--- src/hdl/tcw_pkg.sv ---
package tcw_pkg;

	localparam int COLUMNS    = 80;
	localparam int ROWS       = 25;
	localparam int CELL_COUNT = ROWS * COLUMNS;

	localparam int ADDR_W = $clog2(CELL_COUNT);
	localparam int COL_W  = $clog2(COLUMNS);
	localparam int ROW_W  = $clog2(ROWS);

	localparam int CHAR_W     = 8;
	localparam int ATTR_W     = 8;
	localparam int CELL_W     = ATTR_W + CHAR_W;
	localparam int IDX_W      = 11;
	localparam int OUT_COL_W  = 7;
	localparam int OUT_ROW_W  = 5;
	localparam int IN_DATA_W  = 24;
	localparam int OUT_DATA_W = 32;
	localparam int WIDE_W     = ((ADDR_W > IDX_W) ? ADDR_W : IDX_W) + 1;

	localparam int TAB_STEP = 4;

	localparam logic [CHAR_W-1:0] CH_BS    = 8'h08;
	localparam logic [CHAR_W-1:0] CH_TAB   = 8'h09;
	localparam logic [CHAR_W-1:0] CH_LF    = 8'h0A;
	localparam logic [CHAR_W-1:0] CH_CR    = 8'h0D;
	localparam logic [CHAR_W-1:0] PRINT_LO = 8'h20;
	localparam logic [CHAR_W-1:0] PRINT_HI = 8'h7F;
	localparam logic [CHAR_W-1:0] SPACE    = 8'h20;

	localparam logic [ATTR_W-1:0] ATTR_RESET = 8'h07;
	localparam logic [CELL_W-1:0] RESET_CELL = {ATTR_RESET, SPACE};

	typedef enum logic {
		OP_PUT  = 1'b0,
		OP_READ = 1'b1
	} op_t;

	typedef enum logic [2:0] {
		ST_INIT,
		ST_IDLE,
		ST_EXEC,
		ST_RDATA,
		ST_CLEAR
	} state_t;

	typedef struct packed {
		logic [COL_W-1:0] col;
		logic [ROW_W-1:0] row;
		logic             store;
		logic             scroll;
	} cursor_upd_t;

	typedef struct packed {
		logic              en;
		logic [ADDR_W-1:0] addr;
		logic [CELL_W-1:0] data;
	} ram_wr_t;

	typedef struct packed {
		logic              en;
		logic [ADDR_W-1:0] addr;
	} ram_rd_t;

	// logical offset plus ring base, folded once into the screen
	function automatic logic [ADDR_W-1:0] ring_addr(input logic [ADDR_W-1:0] ofs,
		input logic [ADDR_W-1:0] base);
		logic [ADDR_W:0] sum;
		sum = {1'b0, ofs} + {1'b0, base};
		if (sum >= (ADDR_W+1)'(CELL_COUNT)) begin
			sum = sum - (ADDR_W+1)'(CELL_COUNT);
		end
		return sum[ADDR_W-1:0];
	endfunction

endpackage

--- src/hdl/tcw_cursor.sv ---
module tcw_cursor (
	input  logic [tcw_pkg::COL_W-1:0]  col,
	input  logic [tcw_pkg::ROW_W-1:0]  row,
	input  logic [tcw_pkg::CHAR_W-1:0] char_code,
	output tcw_pkg::cursor_upd_t       upd
);

	localparam int CW = tcw_pkg::COL_W + 1;
	localparam int RW = tcw_pkg::ROW_W + 1;

	logic [CW-1:0] c;
	logic [RW-1:0] r;

	always_comb begin
		c = {1'b0, col};
		r = {1'b0, row};
		upd.store  = 1'b0;
		upd.scroll = 1'b0;
		case (char_code)
			tcw_pkg::CH_BS: begin
				if (col != '0) begin
					c = c - CW'(1);
				end
			end
			tcw_pkg::CH_TAB: begin
				c = (c + CW'(tcw_pkg::TAB_STEP)) & ~CW'(tcw_pkg::TAB_STEP - 1);
			end
			tcw_pkg::CH_CR: begin
				c = '0;
			end
			tcw_pkg::CH_LF: begin
				c = '0;
				r = r + RW'(1);
			end
			default: begin
				if (char_code inside {[tcw_pkg::PRINT_LO:tcw_pkg::PRINT_HI]}) begin
					upd.store = 1'b1;
					c = c + CW'(1);
				end
			end
		endcase
		if (c >= CW'(tcw_pkg::COLUMNS)) begin
			c = '0;
			r = r + RW'(1);
		end
		if (r >= RW'(tcw_pkg::ROWS)) begin
			r = RW'(tcw_pkg::ROWS - 1);
			upd.scroll = 1'b1;
		end
		upd.col = c[tcw_pkg::COL_W-1:0];
		upd.row = r[tcw_pkg::ROW_W-1:0];
	end

endmodule

--- config.mk ---
export PLATFORM = sky130hd
export DESIGN_NAME = tcw_cursor
export DESIGN_NICKNAME = d
export VERILOG_FILES = /design/src/hdl/tcw_pkg.sv /design/src/hdl/tcw_cursor.sv
export SDC_FILE = /design/constraint.sdc
export NUM_CORES = 1
export LEC_CHECK = 0
export BUFFER_PORTS_ARGS = -buffer_cell sky130_fd_sc_hd__buf_2
export CELL_PAD_IN_SITES_DETAIL_PLACEMENT = 1
export CELL_PAD_IN_SITES_GLOBAL_PLACEMENT = 1
export CORE_MARGIN = 2
export CORE_UTILIZATION = 40
export DETAILED_ROUTE_END_ITERATION = 10
export GPL_ROUTABILITY_DRIVEN = 0
export GPL_TIMING_DRIVEN = 0
export PLACE_DENSITY_LB_ADDON = 0.1
export REMOVE_ABC_BUFFERS = 1
export SYNTH_ARGS = -nofsm -noshare
export SYNTH_HDL_FRONTEND = slang
export SYNTH_SLANG_ARGS = --single-unit
--- constraint.sdc ---
create_clock -name vclk -period 9.6
set_clock_uncertainty 0.2 [all_clocks]
set_input_delay 1.92 -clock vclk [all_inputs]
set_output_delay 1.92 -clock vclk [all_outputs]
set_load 0.005 [all_outputs]
==> results_dict.tcl, run 1 <==
set metrics [dict create \
    cp.required_ns 7.48 \
    wirelength_mm 3.38 \
    min-delay-start "col[0]" \
    syn2layout_area_growth_pct 17.1 \
    p_per_area_mw_per_mm2 40.1 \
    drv_cap 0 \
    hold_path_end "upd[7]" \
    drive_gt1_share_pct 24.6 \
    synth-xor-area-share_pct 10.3 \
    final_nets 207 \
    ys_types 56 \
    seqCellArea_sq_um 0 \
    dr_total_vias 1295 \
    yosys_warnings 0 \
    grt_pass1_vias 1215 \
    synth-compound-area-share_pct 29.7 \
    syn_area_sq_mm 0.00102 \
    fin_cells 209 \
    portBuffers 34 \
    die_w_um 54.6 \
    cp-startpoint "char_code[0]" \
    hold_viol 0 \
    die_h_um 54.6 \
    outcome "finished, final reports clean" \
    final.setup.tns_ns 0 \
    cts_resized 0 \
    fin_crit_ns 7.31 \
    critPathMaxFanout 8 \
    cts_hold_buffers 0 \
    synth_mux_area_share_pct 2.94 \
    fin_util_pct 48.8 \
    worstSetupStartpointType "input pin" \
    final_common_cell "buf_2" \
    vias_per_cell 6.20 \
    finalPower_uw 48.0 \
    synthCells 153 \
    fmax_mhz 137 \
    setup_viol 0 \
    maxSlewViolCount 0 \
    drt_iter0_markers 20 \
    rows 18 \
    synth-seq-area-share_pct 0 \
    grt_antenna_before_repair 0 \
    ant_nets 0 \
    hold_path_class "in2out" \
    post_drt_wl_per_cell_um 16.2 \
    start_util_pct 41.6 \
    ioPinCount 34 \
    drt_first_pass_iters 4 \
    relSlewSlack_pct 57.0 \
    arrival_ns 5.19 \
    die-area_sq_mm 0.00298 \
    clock_buffers 0 \
    grt_usage_pct 23.8 \
    syn_avg_cell_area_sq_um 6.68 \
    overflow 0 \
    placeableCoreArea_sq_mm 0.00245 \
    synthAdderAreaFrac_pct 7.34 \
    p_leak_uw 0.000507 \
    worstMarginPinSlew_ns 0.637 \
    n_antenna_cell 0 \
    path_class "in2out" \
    placed_cells 209 \
    holdWs_ns 3.99 \
    end_kind "primary output" \
    synth_top_family_by_area "simple AND/OR/NAND/NOR gates" \
    rsz0062_at_grt "false" \
    dpl.hpwl_mm 2.81 \
    synthSimpleGateAreaFrac_pct 43.2 \
    nFillCells 358 \
    grt_pass1_wl_mm 5.43 \
    grt_max_degree 15 \
    seq_cell_count 0 \
    cts_setup_buffers 0 \
    drc 0 \
    power.ir.vdd_worst_v 0.0000188 \
    finalCritPeriodShare_pct 76.1 \
    min_delay_path_depth 3 \
    mostFrequentLayoutCells "buf_2 (34), nand2_1 (18), nor2_1 (11), inv_1 (9), xnor2_1 (8)" \
]
## power by group
group / switching [uW] / internal (uW) / total (uW)
sequential: 0 / 0 / 0
combinational: 27.9 / 20.2 / 48.0
clock: 0 / 0 / 0
total: 27.9 / 20.2 / 48.0
## worst max-delay path: stages
cell      delay, ns
buf_2          0.13
nor4_4         0.50
nand3_2        0.27
xnor2_1        0.39
ha_1           0.32
nor2b_1        0.32
o21ai_0        0.13
a221oi_1       0.33
o21ai_0        0.13
and3b_1        0.19
o31a_1         0.32
nor2_1         0.12
buf_2          0.12
## kinds of logic after synthesis
kind of cell / count (synthesis)
muxes: 3
and+or+nand+nor: 75
AOI/OAI and AO/OA: 40
adders and majority gates: 6
buffers and inverters: 17
xor gates and xnor gates: 12
## worst max-delay path by stage
stage	slack (ns)	cells past startpoint	end
floorplan	3.20	11	upd[2]
detailed placement	2.35	13	upd[3]
global placement	2.47	13	upd[3]
global route	2.05	13	upd[4]
CTS	2.34	13	upd[3]
finish	2.29	13	upd[3]
## layout make-up
class	instances	area (sq um)	area share [%]
Timing Repair Buffer	34	170	14.2
Inverter	9	33.8	2.82
Tap cell	30	37.5	3.13
Multi-Input combinational cell	136	956	79.8
## Yosys cell counts, types with 2 or more instances
master / count / share of area [%]
a21oi_1: 6 / 2.9
a221oi_1: 2 / 1.7
a22oi_1: 2 / 1.5
a31oi_1: 3 / 1.8
and2_1: 2 / 1.2
and3_1: 2 / 1.2
buf_2: 2 / 0.98
clkbuf_1: 5 / 1.8
ha_1: 6 / 7.3
inv_1: 9 / 3.3
mux2i_1: 3 / 2.9
nand2_1: 18 / 6.6
nand2b_1: 2 / 1.2
nand3_1: 6 / 2.9
nand4_1: 4 / 2.4
nor2_1: 11 / 4.0
nor2b_1: 4 / 2.4
nor3_1: 5 / 2.4
nor4_1: 3 / 1.8
o211a_1: 2 / 2.0
o21ai_0: 7 / 3.4
o31ai_1: 2 / 1.5
or3_1: 3 / 1.8
or4_1: 2 / 1.5
xnor2_1: 8 / 6.9
xor2_1: 4 / 3.4
## through the flow
step | worst slack [ns] | cell area [sq um]
6_report | 2.29 | 1200
5_1_grt | 2.05 | 1200
4_1_cts | 2.34 | 1200
3_5_place_dp | 2.35 | 1200
3_3_place_gp | 2.47 | 1200
2_1_floorplan | 3.20 | 990
## metal layers
layer	part of all wire [%]	GRT usage (%)
met1	50	33.8
met2	46	40.6
met3	4.0	0.273
met4	0.38	4.17
met5	0	0
Power figures use the tool's default switching activity.
==> run 2: changes to the inputs <==
CORE_UTILIZATION = 37   (was 40)
clock period = 6.8 ns   (was 9.6 ns; I/O delays follow)
==> run 2 against run 1 <==
Via count fell by 1.0%; final area increased by 0.10%; worst hold slack worse by 1.1 ns; setup slack lost 1.6 ns; count of clock-buffer cells in the layout did not move; die area increased by 7.5%; non-clock buffer count stayed put; cell count grew 0.48%; combinational power up 41%; first-iteration DRC count is 70% higher; flip-flop and latch count unchanged; sequential share of layout area stayed put; critical endpoint is now upd[2]; largest power group unchanged.
==> results_dict.tcl, run 2 (synthesized netlist as in run 1, its figures left out) <==
set metrics [dict create \
    outcome "finished, final reports clean" \
    seq_cell_count 0 \
    start_util_pct 38.1 \
    fin_crit_ns 6.15 \
    p_per_area_mw_per_mm2 56.5 \
    wirelength_mm 3.36 \
    arrival_ns 4.59 \
    placeableCoreArea_sq_mm 0.00269 \
    postLayoutCellArea_sq_mm 0.00120 \
    dpl.hpwl_mm 2.80 \
    drt_first_pass_iters 4 \
    setup_viol 0 \
    hold_path_end "upd[7]" \
    fmax_mhz 163 \
    portBuffers 34 \
    final_nets 207 \
    vias_per_cell 6.10 \
    hold_path_class "in2out" \
    clock_buffers 0 \
    min-delay-start "col[0]" \
    die_w_um 56.6 \
    drv_cap 0 \
    die-area_sq_mm 0.00320 \
    worstMarginPinSlew_ns 0.657 \
    dr_total_vias 1282 \
    setup_slack_ns 0.654 \
    path_cells "buf_2, nor4_4, nand3_2, xnor2_1, ha_1, nor2b_1, o21ai_0, a221oi_1, o21ai_0, and3b_1, o31a_1, nor2_1, buf_2" \
    fin_cells 210 \
    worstSetupStartpointType "input pin" \
    drt_iter0_markers 34 \
    cts_setup_buffers 0 \
    grt_antenna_before_repair 0 \
    min_delay_path_depth 3 \
    rsz0062_at_grt "false" \
    drive_gt1_share_pct 24.6 \
    grt_pass1_wl_mm 5.77 \
    cp_num_buf_inv 2 \
    relSlewSlack_pct 56.1 \
    crit_family "simple AND/OR/NAND/NOR gates" \
    cts_resized 0 \
    cp.required_ns 5.24 \
    ant_nets 0 \
    grt_pass1_vias 1231 \
    seqCellArea_sq_um 0 \
    n_antenna_cell 0 \
    mostFrequentLayoutCells "buf_2 (34), nand2_1 (18), nor2_1 (11), inv_1 (9), xnor2_1 (8)" \
    end_kind "primary output" \
    final.setup.tns_ns 0 \
    die_h_um 56.6 \
    rows 19 \
    maxSlewViolCount 0 \
    post_drt_wl_per_cell_um 16.0 \
    placed_cells 210 \
    nFillCells 373 \
    worst_path_largest_cell_delay_ns 0.49 \
    slowest_stage "nor4_4" \
    grt_max_degree 15 \
    place_ws_ns 0.687 \
    p_leak_uw 0.000507 \
    finalCritPeriodShare_pct 90.4 \
    hold_viol 0 \
    syn2layout_area_growth_pct 17.3 \
    grt_usage_pct 21.4 \
    cts_hold_buffers 0 \
    power.ir.vdd_worst_v 0.0000278 \
    drc 0 \
    critPathMaxFanout 8 \
    overflow 0 \
    path_class "in2out" \
    ioPinCount 34 \
    place_area_sq_mm 0.00120 \
    final_common_cell "buf_2" \
]
==> run 2: cell counts in the layout (fill, tap and decap cells not counted) <==
No cell type changed its count.
==> run 2: through the flow <==
stage	total power, uW	utilization [%]	hold slack [ns]
after floorplan	37.8	-	2.58
after global placement	64.4	44.6	2.86
after detailed placement	67.3	44.6	2.87
after CTS	67.7	44.6	2.87
after global routing	75.5	44.6	2.91
final	67.7	44.6	2.87
==> run 2: cell type report <==
type	count	area [sq um]	area share [%]
inverter	9	33.8	2.82
timing repair buffer	34	170	14.2
multi-input combinational	136	956	79.7
tap	31	38.8	3.24
==> run 2: metal layers <==
metal	wire (um)	part of all wire (%)	global-route usage, %
met3	114	3.4	0.691
met2	1500	45	36.5
met1	1730	51	30.9
met5	0	0	0
met4	19	0.56	1.36
==> run 2: where the power goes <==
group / switching (uW) / internal [uW] / leakage, uW
clock: 0 / 0 / 0
combinational: 39.2 / 28.5 / 0.000507
sequential: 0 / 0 / 0
==> run 2: worst max path at each step <==
stage,to,startpoint,depth (start not counted)
CTS,upd[2],char_code[0],13
finish,upd[2],char_code[0],13
detailed placement,upd[2],char_code[0],13
floorplan,upd[2],char_code[0],11
global placement,upd[3],char_code[0],13
global route,upd[2],char_code[0],13
